File: config.mk
export PLATFORM = sky130hd
export DESIGN_NAME = sync_length_crc_frame_receiver
export DESIGN_NICKNAME = d
export VERILOG_FILES = /design/src/rtl/slcfr_pkg.sv /design/src/rtl/sync_length_crc_frame_receiver.sv /design/src/rtl/slcfr_parser.sv
export SDC_FILE = /design/constraint.sdc
export NUM_CORES = 1
export LEC_CHECK = 0
export CAP_MARGIN = 20
export CORE_UTILIZATION = 45
export CTS_CLUSTER_DIAMETER = 120
export CTS_CLUSTER_SIZE = 8
export DETAILED_ROUTE_END_ITERATION = 8
export DONT_BUFFER_PORTS = 1
export GPL_TIMING_DRIVEN = 0
export PLACE_DENSITY = 0.7
export SLEW_MARGIN = 20
export SYNTH_ARGS = -nofsm -noshare
export SYNTH_HDL_FRONTEND = slang
export SYNTH_SLANG_ARGS = --single-unit
export TNS_END_PERCENT = 20
File: constraint.sdc
create_clock -name clk -period 8.1 [get_ports clk]
set_input_delay 0.81 -clock clk [delete_from_list [all_inputs] [get_ports clk]]
set_output_delay 0.81 -clock clk [all_outputs]
set_load 0.05 [all_outputs]
File: src/rtl/slcfr_pkg.sv
// Package with the shared types, codes and CRC function of the frame receiver.
`default_nettype none
package slcfr_pkg;

	localparam int unsigned MAX_FRAME_BYTES_DEF = 2048;
	localparam logic [15:0] SYNC_WORD_RST = 16'hFFFF;
	localparam logic [10:0] MAX_LENGTH_RST = 11'd2038;
	localparam logic [15:0] CRC_INIT = 16'hFFFF;
	localparam logic [15:0] CRC_XOROUT = 16'hFFFF;
	localparam logic [15:0] CRC_POLY = 16'h8408;
	localparam logic [7:0] CMD_OVERRIDE = 8'hC4;

	localparam int unsigned CFG_INDEX_W = 2;
	localparam logic [CFG_INDEX_W-1:0] CFG_SYNC_WORD = 2'd0;
	localparam logic [CFG_INDEX_W-1:0] CFG_MAX_LENGTH = 2'd1;

	typedef enum logic [1:0] {
		PH_HUNT,
		PH_HEADER,
		PH_BODY,
		PH_TRAILER
	} phase_t;

	typedef enum logic [1:0] {
		ST_CRC_GOOD = 2'd0,
		ST_CRC_BAD = 2'd1,
		ST_LEN_ERR = 2'd2
	} status_t;

	typedef struct packed {
		status_t status;
		logic [31:0] length;
		logic [7:0] command;
		logic [15:0] rx_crc;
		logic [15:0] calc_crc;
	} frame_result_t;

	typedef struct packed {
		logic [15:0] sync_word;
		logic [10:0] max_length;
	} cfg_regs_t;

	function automatic logic [15:0] crc_byte(input logic [15:0] crc, input logic [7:0] b);
		logic [15:0] c;
		c = crc ^ {8'h00, b};
		for (int k = 0; k < 8; k++) begin
			c = c[0] ? ((c >> 1) ^ CRC_POLY) : (c >> 1);
		end
		return c;
	endfunction

endpackage
`default_nettype wire

File: src/rtl/sync_length_crc_frame_receiver.sv
// Top level of the sync, length and CRC framed byte-stream receiver.
// Usage:
//   Received bytes enter on the input channel (in_valid, in_ready, rx_byte), one per beat.
//   The block hunts for the sync word, reads a big-endian length at frame offsets 5 to 8,
//   runs CRC-16/X-25 over offsets 2 to length+7 and checks it against the trailer.
//   One result beat leaves on the output channel (out_valid, out_ready and the result
//   fields) at the last trailer byte, or after offset 8 when the length is zero or too large.
//   Throughput is one byte per cycle unless the output stalls; the byte is parsed in the
//   cycle it is accepted; the registered result appears in the cycle after the last byte.
//   The rate is set by the combinational CRC byte update and the offset compare.
//   While a result waits and out_ready is low, in_ready is low; otherwise bytes flow on.
//   Configuration writes (cfg_valid, cfg_ready, cfg_index, cfg_data) are always taken;
//   index 0 sets the sync word, index 1 the largest length, other indexes are ignored.
//   Reset returns the parser to the hunt with no previous byte, clears out_valid, and
//   restores the sync word to 0xFFFF and the largest length to 2038.
`default_nettype none
module sync_length_crc_frame_receiver #(
	parameter int unsigned MAX_FRAME_BYTES = slcfr_pkg::MAX_FRAME_BYTES_DEF
) (
	input wire logic clk,
	input wire logic arst_n,
	input wire logic in_valid,
	output logic in_ready,
	input wire logic [7:0] rx_byte,
	output logic out_valid,
	input wire logic out_ready,
	output logic [1:0] frame_status,
	output logic [31:0] frame_length,
	output logic [7:0] command_code,
	output logic [15:0] received_crc,
	output logic [15:0] computed_crc,
	input wire logic cfg_valid,
	output logic cfg_ready,
	input wire logic [slcfr_pkg::CFG_INDEX_W-1:0] cfg_index,
	input wire logic [15:0] cfg_data
);

	slcfr_pkg::cfg_regs_t cfg_q;
	slcfr_pkg::frame_result_t res_d, res_q;
	logic out_valid_q;
	logic beat;
	logic emit;

	assign cfg_ready = 1'b1;
	assign in_ready = !out_valid_q || out_ready;
	assign beat = in_valid && in_ready;

	always_ff @(posedge clk or negedge arst_n) begin
		if (!arst_n) begin
			cfg_q.sync_word <= slcfr_pkg::SYNC_WORD_RST;
			cfg_q.max_length <= slcfr_pkg::MAX_LENGTH_RST;
		end else if (cfg_valid) begin
			case (cfg_index)
				slcfr_pkg::CFG_SYNC_WORD: cfg_q.sync_word <= cfg_data;
				slcfr_pkg::CFG_MAX_LENGTH: cfg_q.max_length <= cfg_data[10:0];
				default: ;
			endcase
		end
	end

	slcfr_parser #(
		.MAX_FRAME_BYTES(MAX_FRAME_BYTES)
	) u_parser (
		.clk(clk),
		.arst_n(arst_n),
		.beat(beat),
		.rx_byte(rx_byte),
		.cfg(cfg_q),
		.emit(emit),
		.result(res_d)
	);

	always_ff @(posedge clk or negedge arst_n) begin
		if (!arst_n) begin
			out_valid_q <= 1'b0;
		end else if (emit) begin
			out_valid_q <= 1'b1;
		end else if (out_ready) begin
			out_valid_q <= 1'b0;
		end
	end

	always_ff @(posedge clk) begin
		if (emit) begin
			res_q <= res_d;
		end
	end

	assign out_valid = out_valid_q;
	assign frame_status = res_q.status;
	assign frame_length = res_q.length;
	assign command_code = res_q.command;
	assign received_crc = res_q.rx_crc;
	assign computed_crc = res_q.calc_crc;

endmodule
`default_nettype wire

File: src/rtl/slcfr_parser.sv
// Frame parser: sync hunt, header, body and trailer tracking with CRC and result build.
`default_nettype none
module slcfr_parser #(
	parameter int unsigned MAX_FRAME_BYTES = slcfr_pkg::MAX_FRAME_BYTES_DEF
) (
	input wire logic clk,
	input wire logic arst_n,
	input wire logic beat,
	input wire logic [7:0] rx_byte,
	input wire slcfr_pkg::cfg_regs_t cfg,
	output logic emit,
	output slcfr_pkg::frame_result_t result
);

	localparam int unsigned OW = $clog2(MAX_FRAME_BYTES);
	localparam logic [31:0] LEN_CAP = 32'(MAX_FRAME_BYTES - 10);
	localparam logic [OW-1:0] OFF_SYNC = OW'(2);
	localparam logic [OW-1:0] OFF_LEN_FIRST = OW'(5);
	localparam logic [OW-1:0] OFF_LEN_LAST = OW'(8);
	localparam logic [OW-1:0] OFF_CMD = OW'(32);
	localparam logic [OW-1:0] OFF_CMD_ALT = OW'(33);
	localparam logic [OW-1:0] BODY_END_ADD = OW'(7);
	localparam logic [OW-1:0] FRAME_END_ADD = OW'(9);

	slcfr_pkg::phase_t phase_q, phase_d;
	logic prev_valid_q, prev_valid_d;
	logic [7:0] last_byte_q, last_byte_d;
	logic [OW-1:0] offset_q, offset_d;
	logic [31:0] len_q, len_d;
	logic [15:0] crc_q, crc_d;
	logic [7:0] cmd_q, cmd_d;
	logic [15:0] tcrc_q, tcrc_d;

	logic [OW-1:0] len_lo;
	logic [31:0] limit;
	logic [15:0] crc_next;
	logic [7:0] cmd_next;

	assign len_lo = len_q[OW-1:0];
	assign limit = ({21'd0, cfg.max_length} > LEN_CAP) ? LEN_CAP : {21'd0, cfg.max_length};
	assign crc_next = slcfr_pkg::crc_byte(crc_q, rx_byte);
	assign cmd_next = (offset_q == OFF_CMD) ? rx_byte :
		((offset_q == OFF_CMD_ALT && rx_byte == slcfr_pkg::CMD_OVERRIDE) ?
		slcfr_pkg::CMD_OVERRIDE : cmd_q);

	always_comb begin
		phase_d = phase_q;
		prev_valid_d = prev_valid_q;
		last_byte_d = last_byte_q;
		offset_d = offset_q;
		len_d = len_q;
		crc_d = crc_q;
		cmd_d = cmd_q;
		tcrc_d = tcrc_q;
		emit = 1'b0;
		result.status = slcfr_pkg::ST_LEN_ERR;
		result.length = len_q;
		result.command = 8'd0;
		result.rx_crc = 16'd0;
		result.calc_crc = 16'd0;
		if (beat) begin
			case (phase_q)
				slcfr_pkg::PH_HUNT: begin
					if (prev_valid_q && {last_byte_q, rx_byte} == cfg.sync_word) begin
						phase_d = slcfr_pkg::PH_HEADER;
						offset_d = OFF_SYNC;
						len_d = 32'd0;
						crc_d = slcfr_pkg::CRC_INIT;
						cmd_d = 8'd0;
						tcrc_d = 16'd0;
						prev_valid_d = 1'b0;
					end else begin
						last_byte_d = rx_byte;
						prev_valid_d = 1'b1;
					end
				end
				slcfr_pkg::PH_HEADER: begin
					crc_d = crc_next;
					offset_d = offset_q + OW'(1);
					if (offset_q >= OFF_LEN_FIRST) begin
						len_d = {len_q[23:0], rx_byte};
					end
					if (offset_q >= OFF_LEN_LAST) begin
						if (len_d == 32'd0 || len_d > limit) begin
							emit = 1'b1;
							result.length = len_d;
							phase_d = slcfr_pkg::PH_HUNT;
							prev_valid_d = 1'b0;
							offset_d = offset_q;
						end else if (len_d == 32'd1) begin
							phase_d = slcfr_pkg::PH_TRAILER;
						end else begin
							phase_d = slcfr_pkg::PH_BODY;
						end
					end
				end
				slcfr_pkg::PH_BODY: begin
					crc_d = crc_next;
					cmd_d = cmd_next;
					offset_d = offset_q + OW'(1);
					if (offset_q >= len_lo + BODY_END_ADD) begin
						phase_d = slcfr_pkg::PH_TRAILER;
					end
				end
				slcfr_pkg::PH_TRAILER: begin
					cmd_d = cmd_next;
					tcrc_d = {tcrc_q[7:0], rx_byte};
					if (offset_q >= len_lo + FRAME_END_ADD) begin
						emit = 1'b1;
						result.status = ((crc_q ^ slcfr_pkg::CRC_XOROUT) == tcrc_d) ?
							slcfr_pkg::ST_CRC_GOOD : slcfr_pkg::ST_CRC_BAD;
						result.command = cmd_d;
						result.rx_crc = tcrc_d;
						result.calc_crc = crc_q ^ slcfr_pkg::CRC_XOROUT;
						phase_d = slcfr_pkg::PH_HUNT;
						prev_valid_d = 1'b0;
					end else begin
						offset_d = offset_q + OW'(1);
					end
				end
				default: begin
					phase_d = slcfr_pkg::PH_HUNT;
					prev_valid_d = 1'b0;
				end
			endcase
		end
	end

	always_ff @(posedge clk or negedge arst_n) begin
		if (!arst_n) begin
			phase_q <= slcfr_pkg::PH_HUNT;
			prev_valid_q <= 1'b0;
		end else begin
			phase_q <= phase_d;
			prev_valid_q <= prev_valid_d;
		end
	end

	always_ff @(posedge clk) begin
		last_byte_q <= last_byte_d;
		offset_q <= offset_d;
		len_q <= len_d;
		crc_q <= crc_d;
		cmd_q <= cmd_d;
		tcrc_q <= tcrc_d;
	end

	a_emit_returns_to_hunt: assert property (@(posedge clk) disable iff (!arst_n)
		emit |=> (phase_q == slcfr_pkg::PH_HUNT) && !prev_valid_q)
		else $error("Frame result was not followed by a fresh sync hunt.");

	a_header_offset_range: assert property (@(posedge clk) disable iff (!arst_n)
		(phase_q == slcfr_pkg::PH_HEADER) |-> (offset_q >= OFF_SYNC) && (offset_q <= OFF_LEN_LAST))
		else $error("Header offset left the header window.");

	a_frame_offset_bound: assert property (@(posedge clk) disable iff (!arst_n)
		(phase_q == slcfr_pkg::PH_BODY || phase_q == slcfr_pkg::PH_TRAILER) |->
		(offset_q <= len_lo + FRAME_END_ADD) && (len_q != 32'd0) && (len_q <= LEN_CAP))
		else $error("Frame offset ran past the frame end or length is out of range.");

	a_sync_starts_header: assert property (@(posedge clk) disable iff (!arst_n)
		(beat && phase_q == slcfr_pkg::PH_HUNT && prev_valid_q &&
		{last_byte_q, rx_byte} == cfg.sync_word) |=>
		(phase_q == slcfr_pkg::PH_HEADER) && (offset_q == OFF_SYNC) && (crc_q == slcfr_pkg::CRC_INIT))
		else $error("Sync match did not start a frame header.");

endmodule
`default_nettype wire
==> flow_summary.yaml, run 1 <==
layout:
  syn_to_final_growth_pct: 10.2
  layout_common_cells: "edfxtp_1, nand2_1, nor2_1"
  mostFrequentLayoutCell: "edfxtp_1"
  final_nets: 893
  drive_above_1_share: 0.173
  final_cells: 1109
  stdcell_area_um2: 10800
route:
  vias: 6206
  drc: 0
  via_per_inst: 5.60
  firstDrtPassIters: 5
  drt_iter0_drc: 574
  ant_nets: 0
  drt-total-wl_um: 22100
  routedWlPerCell_um: 20.0
floorplanning:
  die_w_um: 150
  io_pins: 108
  core.rowCount: 53
  die_h_um: 150
  die-area_um2: 22400
  core_um2: 21200
  start_util: 0.463
timing:
  worstMarginPinSlew_ns: 0.837
  rsz0062_at_grt: "no"
  hold_viol: 0
  fin_crit_sh: 0.567
  period_needed_ns: 4.60
  slew_headroom: 0.437
  setup_violations: 0
  setup_slack_ns: 3.50
  max_freq_mhz: 218
  fin_skew_ns: 0.0109
  drv_slew: 0
  tns_ns: 0
global_route:
  grt_usage: 0.202
  grt_pass1_vias: 5948
  grt_pass1_wl_um: 33700
  antenna_found_initial: 2
  grt-ovfl-total: 0
  grt_start_max_net_pins: 33
synth:
  async_flop_share: 0.165
  yosys.cell_types.count: 63
  synth_warnings: 0
  synth_ff_type: "edfxtp_1"
  synth_top_area_frac: 0.480
  synth_nets: 871
  syn_area_per_cell_um2: 12.3
  yosysTopAreaCell: "edfxtp_1"
  syn_area_um2: 9810
  synthTopCellsByArea: "edfxtp_1, dfstp_2, ha_1, mux2_4, nand2_1"
  ys_ff_latch: 188
  yosysSeqAreaShare: 0.563
  synth_edf_count: 157
  synth_cells: 798
setup_path:
  critPathRequiredTime_ns: 8.29
  end_kind: "flip-flop"
  cp-start-kind: "flip-flop"
  crit_fanout: 25
  cp.arrival_ns: 4.78
  worstSetupPathType: "flip-flop to flip-flop"
cts:
  post_cts_buffers: 0
  holdBufCountCts: 0
  clk_pin_slew_ns: 0.07
  cts-root-buf: "clkbuf_16"
  postCtsResizedCells: 0
  htree_levels: 4
  cts_tree: "built"
  clock_sinks: 188
  ctsLongestPathBuffers: 2
  clk_latency_ns: 0.44
  cts_buffers: 17
outcome:
  status: "completed"
placement:
  postPlaceCellArea_um2: 10300
  gp_congestion: 0.870
  dp_hpwl_um: 16100
  port-buffer-count: 0
  dpl.cell_count: 1076
  place_ws_ns: 3.57
run:
  drv_cap: 0
power:
  peakVddDrop_v: 0.000134
  finalPower_mw: 3.97
  powerDensity_nw_per_um2: 367
  power_leakage_nw: 3.95
worst_hold_path:
  hold_class: "primary input to asynchronous set/reset pin"
==> sequential cells by signal, indices dropped and copies added, names as in the netlist, named ones only <==
| signal | flops |
|---|---|
| u_parser.last_byte_q | 8 |
| frame_length | 32 |
| cfg_q | 27 |
| out_valid | 1 |
| frame_status | 2 |
| u_parser.crc_q | 16 |
| u_parser.cmd_q | 8 |
| computed_crc | 16 |
| received_crc | 16 |
| u_parser.len_q | 32 |
| u_parser.tcrc_q | 8 |
| u_parser.prev_valid_q | 1 |
| u_parser.phase_q | 1 |
| u_parser.offset_q | 11 |
| command_code | 8 |
==> path summary, 6_finish.rpt <==
kind                                                     endpoint  cells after the start  slack [ns]                          startpoint
worst max-delay path                   frame_length[12]$_DFFE_PP_                     16        3.50  u_parser.offset_q[1]$_SDFFCE_PN1P_
worst min-delay path                         cfg_q[0]$_DFFE_PN0P_                      0        0.06                              arst_n
worst max register to register         frame_length[12]$_DFFE_PP_                     16        3.50  u_parser.offset_q[1]$_SDFFCE_PN1P_
worst min register to register               cfg_q[0]$_DFFE_PN0P_                      1        0.55                cfg_q[0]$_DFFE_PN0P_
max in group asynchronous                    cfg_q[6]$_DFFE_PN1P_                      0        7.85                              arst_n
min in group clk                u_parser.last_byte_q[2]$_DFFE_PP_                      0        0.46                          rx_byte[2]
==> power breakdown <==
part           switching (mW)  leakage (nW)  internal (mW)
registers               0.517          1.81           1.46
logic                   0.678          1.87          0.512
clock network           0.395         0.267          0.404
total                    1.59          3.95           2.38
==> Yosys cell counts (3+ instances only) <==
library cell,number
a211o_1,3
a21o_1,3
a21oi_1,30
a22oi_1,6
a31oi_1,4
and2_1,35
and3_1,5
buf_1,5
buf_12,3
buf_2,6
clkbuf_1,25
dfrtp_1,6
dfstp_2,25
edfxtp_1,157
ha_1,42
inv_1,22
mux2_2,29
mux2_4,29
mux2i_1,4
nand2_1,97
nand3_1,11
nand4_1,14
nor2_1,66
nor2b_1,6
nor3_1,6
nor3b_1,5
nor4_1,11
o211ai_1,4
o21a_1,7
o21ai_0,11
o22ai_1,4
o31a_1,4
or4_1,6
xnor2_1,34
xor2_1,40
==> final cells by class <==
cell class	instances	area (um^2)
fillers	1831	10400
flip-flops and latches	188	5520
multi-input cells	545	3990
clock buffers	17	425
well taps	275	344
plain buffers	42	233
clock inverters	15	131
inverters	23	86.3
repair buffers	3	82.6
diodes	1	2.50
==> kinds of logic after synthesis <==
logic type               Yosys count  share of synthesized area
XOR/XNOR                          74                     0.0660
flip-flops                       188                      0.563
adder cells (fa/ha/maj)           42                     0.0535
multiplexers                      62                     0.0817
AO/OA/AOI/OAI                     84                     0.0598
other                              1                   0.000382
AND/OR/NAND/NOR                  282                      0.143
buffers and inverters             65                     0.0325
==> per-layer routing <==
layer  GRT usage  part of all wire  vias to the layer above
li1            -                 -                     2905
met1       0.264              0.43                     3051
met2       0.324              0.48                      217
met3      0.0558             0.063                       33
met4      0.0687             0.022                        0
met5           0                 0                        -
==> per-stage QoR <==
stage | hold WS (ns) | util
2_1_floorplan | 0.494 | -
3_3_place_gp | 0.515 | 0.479
3_5_place_dp | 0.515 | 0.483
4_1_cts | 0.0498 | 0.509
5_1_grt | 0.0430 | 0.510
6_report | 0.0643 | 0.510
==> critical path, cell delays in order, from the launching register on <==
cell	delay, ns
edfxtp_1	0.48
inv_1	0.10
ha_1	0.21
o31ai_1	0.29
and3_1	0.24
buf_2	0.19
clkbuf_1	0.41
nand2_1	0.10
nand2_1	0.14
ha_1	0.26
a211oi_1	0.24
o21ai_0	0.12
o31a_1	0.31
o311ai_4	0.51
a21oi_4	0.29
buf_16	0.25
buf_16	0.18
No activity file was read; power rests on OpenSTA's default activity.
==> run 2, diff against run 1 <==
--- a/config.mk
+++ b/config.mk
@@ -12,7 +12,7 @@
 export DETAILED_ROUTE_END_ITERATION = 8
 export DONT_BUFFER_PORTS = 1
 export GPL_TIMING_DRIVEN = 0
-export PLACE_DENSITY = 0.7
+export PLACE_DENSITY = 0.72
 export SLEW_MARGIN = 20
 export SYNTH_ARGS = -nofsm -noshare
 export SYNTH_HDL_FRONTEND = slang
==> constraint.sdc (replaced) <==
create_clock -name clk -period 3.91 [get_ports clk]
set_input_delay 0.391 -clock clk [delete_from_list [all_inputs] [get_ports clk]]
set_output_delay 0.391 -clock clk [all_outputs]
set_load 0.05 [all_outputs]
==> run 2 against run 1 <==
Compared with the run above:
- worst setup slack worse by 3.4 ns
- count of clock-buffer cells in the layout up 1
- worst hold slack worse by 0.028 ns
- critical path type unchanged
==> flow_summary.yaml, run 2 (synthesis results as in run 1) <==
global_route:
  grt-ovfl-total: 0
  grt_pass1_vias: 6198
  grt_pass1_wl_um: 34300
  antenna_found_initial: 0
  grt_usage: 0.206
  grt_start_max_net_pins: 33
setup_path:
  worstSetupPathType: "flip-flop to flip-flop"
  cp_slowest_stage_delay_ns: 0.40
  path_cells: "inv_1 -> ha_2 -> o31ai_4 -> and3_4 -> buf_8 -> nand2_1 -> nand2_2 -> ha_4 -> a211oi_2 -> o21ai_1 -> o31a_1 -> o311ai_4 -> buf_12 -> nor2_8 -> buf_12 -> mux2_4"
  cp_slowest_cell: "edfxtp_1"
  cp_common_cell: "buf_12"
  end_kind: "flip-flop"
  crit_family: "compound AO/OA/AOI/OAI gates"
  cp.arrival_ns: 4.02
  cp-start-kind: "flip-flop"
  path_buf_inv: 4
  crit_fanout: 8
  critPathRequiredTime_ns: 4.09
layout:
  drive_above_1_share: 0.224
  stdcell_area_um2: 11200
  layout_common_cells: "edfxtp_1, nand2_1, nor2_1"
  final_nets: 918
  mostFrequentLayoutCell: "edfxtp_1"
  final_util: 0.530
  diodes: 0
  syn_to_final_growth_pct: 14.5
power:
  seqPwrFrac: 0.487
  p_switching_mw: 3.34
  clkPwrFrac: 0.195
  p_comb_frac: 0.317
  p_int_mw: 5.05
  powerDensity_nw_per_um2: 747
  p_sw_frac: 0.399
  peakVddDrop_v: 0.000283
  power_leakage_nw: 4.12
route:
  drt_iter0_drc: 498
  via_per_inst: 5.62
  vias: 6365
  drc: 0
  firstDrtPassIters: 5
  routedWlPerCell_um: 19.9
  ant_nets: 0
  drt-total-wl_um: 22500
floorplanning:
  io_pins: 108
  die_w_um: 150
  core_um2: 21200
  die-area_um2: 22400
  core.rowCount: 53
  start_util: 0.463
  die_h_um: 150
cts:
  cts-root-buf: "clkbuf_16"
  clock_sinks: 188
  ctsLongestPathBuffers: 2
  htree_levels: 4
  cts_buffers: 17
  clk_pin_slew_ns: 0.07
  clk_latency_ns: 0.44
  cts_tree: "built"
placement:
  dp_hpwl_um: 16000
  postPlaceCellArea_um2: 10300
  gp_congestion: 0.876
  port-buffer-count: 0
  place_ws_ns: -0.754
timing:
  fin_crit_sh: 0.982
  fin_skew_ns: 0.0113
  max_freq_mhz: 260
  slew_headroom: 0.302
  tns_ns: 0
  setup_slack_ns: 0.0711
  rsz0062_at_grt: "yes"
  period_needed_ns: 3.84
  worstMarginPinSlew_ns: 1.04
  setup_violations: 0
  drv_slew: 0
  hold_viol: 0
  whs_ns: 0.0366
worst_hold_path:
  hold_class: "primary input to flip-flop"
run:
  drv_cap: 0
outcome:
  status: "completed"
## run 2: changes by cell type in the layout (fill, tap and decap cells not counted), sizes merged
| cell | delta |
|---|---|
| clkinv | +4 |
| clkbuf | +2 |
| buf | +23 |
| dlygate4sd3 | +1 |
| inv | -3 |
| diode | -1 |
| clkinvlp | -2 |
## run 2: layout make-up
cell class                      count  area, um^2
Clock buffer                       18         429
Tap cell                          275         344
Sequential cell                   188        5520
Multi-Input combinational cell    545        4140
Inverter                           23        86.3
Buffer                             41         254
Clock inverter                     14         138
Fill cell                        1759        9980
Timing Repair Buffer               29         324
## run 2: timing repair
| action | 4_1_cts | 5_1_grt |
|---|---|---|
| setup endpoints to repair | 153 | 133 |
| hold endpoints to repair | 31 | 0 |
| cloned | 0 | 1 |
| pin swaps | 2 | 7 |
| setup buffers | 10 | 13 |
| gates resized for setup | 14 | 24 |
| hold buffers | 2 | 0 |
## run 2: power by group through the flow
stage	registers, mW	logic, mW	clock network, mW
floorplan	4.01	1.85	0
global placement	4.13	2.28	0
detailed placement	4.14	2.43	0
CTS	4.09	2.54	1.66
global route	4.15	2.90	1.74
finish	4.09	2.66	1.64
## run 2: per-layer routing
layer	track usage	vias to the layer above	routed length, um
met5	0	-	0
met4	0.0773	0	378
met3	0.0518	31	1560
met2	0.328	227	10900
met1	0.270	3148	9740
li1	-	2959	-
## run 2: through the flow
stage | std cells | total power [mW]
final | 1133 | 8.39
after global placement | 1073 | 6.42
after detailed placement | 1076 | 6.57
after global routing | 1133 | 8.79
after CTS | 1120 | 8.30
after floorplan | 798 | 5.86
## run 2: path summary, 6_finish.rpt
check / startpoint / end / slack (ns) / cells past startpoint
max reg2reg: u_parser.offset_q[1]$_SDFFCE_PN1P_ / frame_length[10]$_DFFE_PP_ / 0.07 / 16
max: u_parser.offset_q[1]$_SDFFCE_PN1P_ / frame_length[10]$_DFFE_PP_ / 0.07 / 16
min in group asynchronous: arst_n / out_valid$_DFFE_PN0P_ / 0.45 / 2
min reg2reg: cfg_q[3]$_DFFE_PN0P_ / cfg_q[3]$_DFFE_PN0P_ / 0.54 / 1
min: rx_byte[4] / u_parser.last_byte_q[4]$_DFFE_PP_ / 0.04 / 0
max in group asynchronous: arst_n / cfg_q[8]$_DFFE_PN1P_ / 3.22 / 2
==> run 3, diff against run 2 <==
--- a/config.mk
+++ b/config.mk
@@ -5,6 +5,7 @@
 export SDC_FILE = /design/constraint.sdc
 export NUM_CORES = 1
 export LEC_CHECK = 0
+export ABC_AREA = 1
 export CAP_MARGIN = 20
 export CORE_UTILIZATION = 45
 export CTS_CLUSTER_DIAMETER = 120
@@ -16,5 +17,6 @@
 export SLEW_MARGIN = 20
 export SYNTH_ARGS = -nofsm -noshare
 export SYNTH_HDL_FRONTEND = slang
+export SYNTH_HIERARCHICAL = 1
 export SYNTH_SLANG_ARGS = --single-unit
 export TNS_END_PERCENT = 20
==> constraint.sdc (replaced) <==
create_clock -name clk -period 3.91 [get_ports clk]
set_input_delay 0.5865 -clock clk [delete_from_list [all_inputs] [get_ports clk]]
set_output_delay 0.5865 -clock clk [all_outputs]
set_load 0.05 [all_outputs]
==> run 3 against run 2 <==
Compared with the run above:
- design area up 2.2%
- final cell count up 27%
- sequential share of layout area down 1.1 points
- sequential power down 1%
- first-iteration DRC count up 47%
- die area up 5.5%
- total power up 1.7%
- non-clock buffer count down 25
- routed wire length up 14%
- critical path depth up 3
- largest power group unchanged
==> flow_summary.yaml, run 3 <==
synth:
  synth_most_common_cell: "nand2_1"
  syn_area_per_cell_um2: 9.31
  yosys.cell_types.count: 44
  synth_top_cells_by_count: "nand2_1, edfxtp_1, nor2_1, inv_1, nand3_1"
  synth_nets: 1185
  async_flop_share: 0.165
  yosys.area_share.simple: 0.247
  yosysSeqAreaShare: 0.533
  synth-compound-area-share: 0.0667
  ys_ff_latch: 188
  synth_top_area_frac: 0.455
  synth_ff_type: "edfxtp_1"
  synth.area.mux_share: 0
  synth_xor_area_frac: 0.0355
  synth_fa_ha_area_frac: 0.0495
  synthTopCellsByArea: "edfxtp_1, nand2_1, dfstp_2, nor2_1, ha_1"
  synth_edf_count: 157
  yosysTopAreaCell: "edfxtp_1"
  synth_warnings: 6
  synth_cells: 1113
  syn_area_um2: 10400
  synth_top_family_by_area: "simple AND/OR/NAND/NOR gates"
global_route:
  grt_pass1_vias: 7576
  grt_start_max_net_pins: 39
  grt-ovfl-total: 0
  grt_usage: 0.223
  grt_pass1_wl_um: 40400
  antenna_found_initial: 0
layout:
  final_nets: 1211
  syn_to_final_growth_pct: 10.9
  layout_common_cells: "nand2_1, edfxtp_1, nor2_1"
  drive_above_1_share: 0.156
  mostFrequentLayoutCell: "nand2_1"
  diodes: 0
setup_path:
  crit_fanout: 19
  cp.arrival_ns: 3.82
  cp-start-kind: "flip-flop"
  worstSetupPathType: "flip-flop to flip-flop"
  cp_slowest_stage_delay_ns: 0.39
  crit_family: "simple AND/OR/NAND/NOR gates"
  path_cells: "inv_1 -> ha_1 -> nand3_1 -> nor2_2 -> nand2_2 -> nand3_4 -> buf_4 -> o21ai_0 -> ha_1 -> nand2_1 -> o21a_1 -> o221ai_1 -> nand3_1 -> nand2_1 -> nand2_2 -> nand2_4 -> nand3_4 -> buf_12 -> nand2_8"
  cp_slowest_cell: "edfxtp_1"
  end_kind: "flip-flop"
  critPathRequiredTime_ns: 4.04
  path_buf_inv: 3
timing:
  whs_ns: 0.250
  setup_violations: 0
  hold_viol: 0
  max_freq_mhz: 271
  slew_headroom: 0.455
  fin_crit_sh: 0.944
  rsz0062_at_grt: "yes"
  worstMarginPinSlew_ns: 0.817
  drv_slew: 0
  period_needed_ns: 3.69
  fin_skew_ns: 0.0117
floorplanning:
  start_util: 0.458
  die_h_um: 154
  core.rowCount: 55
  die-area_um2: 23600
  die_w_um: 154
  io_pins: 108
  core_um2: 22600
route:
  drc: 0
  via_per_inst: 5.51
  drt_iter0_drc: 730
  drt-total-wl_um: 25600
  routedWlPerCell_um: 17.8
  ant_nets: 0
  vias: 7920
  firstDrtPassIters: 5
power:
  power_leakage_nw: 4.86
  powerDensity_nw_per_um2: 743
  peakVddDrop_v: 0.000375
  finalPower_mw: 8.53
placement:
  gp_congestion: 0.891
  port-buffer-count: 0
  dp_hpwl_um: 18700
cts:
  clk_pin_slew_ns: 0.07
  ctsLongestPathBuffers: 2
  htree_levels: 4
  clk_latency_ns: 0.43
  clock_sinks: 188
  cts_tree: "built"
  cts_buffers: 17
  cts-root-buf: "clkbuf_16"
outcome:
  status: "completed"
run:
  drv_cap: 0
worst_hold_path:
  hold_class: "primary input to flip-flop"
run 3: layout make-up:
class	count	area (um^2)
tap	285	357
inverter	123	462
sequential	188	5520
buffer	41	262
fill	2027	11200
multi-input combinational	764	4230
timing repair buffer	4	65.1
clock inverter	14	160
clock buffer	18	429
run 3: path summary, 6_finish.rpt:
check                                                    from                                 to  slack [ns]  depth (start not counted)
min reg2reg                             cfg_q[10]$_DFFE_PN1P_              cfg_q[10]$_DFFE_PN1P_        0.46                          2
max reg2reg                u_parser/offset_q[1]$_SDFFCE_PP1P_         frame_length[28]$_DFFE_PP_        0.22                         19
min                                                rx_byte[2]  u_parser/last_byte_q[2]$_DFFE_PP_        0.25                          0
max                        u_parser/offset_q[1]$_SDFFCE_PP1P_         frame_length[28]$_DFFE_PP_        0.22                         19
min in group asynchronous                              arst_n               cfg_q[3]$_DFFE_PN0P_        0.62                          2
max in group asynchronous                              arst_n              cfg_q[12]$_DFFE_PN1P_        3.04                          2
run 3: cells by family after synthesis:
group	count (synthesis)
adder cells (fa/ha/maj)	41
flip-flops	188
AND/OR/NAND/NOR	572
buffers and inverters	164
other	1
AO/OA/AOI/OAI	105
XOR/XNOR	42
run 3: power breakdown:
| group | switching (mW) | total (mW) | internal, mW |
|---|---|---|---|
| logic | 1.84 | 2.76 | 0.918 |
| registers | 1.01 | 4.04 | 3.03 |
| clock network | 0.777 | 1.73 | 0.956 |
run 3: metal layers:
layer  global-route usage  routed length (um)  up-vias
met5                    0                   0        -
met4               0.0871                 664        0
met3               0.0414                2430       47
met2                0.349               11600      406
met1                0.306               10900     3695
li1                     -                   -     3772
run 3: through the flow:
step | utilization | worst slack (ns) | std cells | area (um^2) | setup TNS, ns
after floorplan | - | 0.304 | 1113 | 10400 | 0
after global placement | 0.474 | -1.21 | 1398 | 10700 | -75.62
after detailed placement | 0.476 | -0.535 | 1399 | 10800 | -39.59
after CTS | 0.505 | 0.0198 | 1434 | 11400 | 0
after global routing | 0.507 | -0.0397 | 1437 | 11500 | -2.19
final | 0.507 | 0.220 | 1437 | 11500 | 0
run 3: what timing repair did:
item,CTS,global route
hold buffers,2,0
endpoints found under the hold margin,31,0
buffers inserted,0,1
pin swaps,0,0
resized for setup,4,8
gates cloned,1,2
endpoints found under the setup margin,75,102
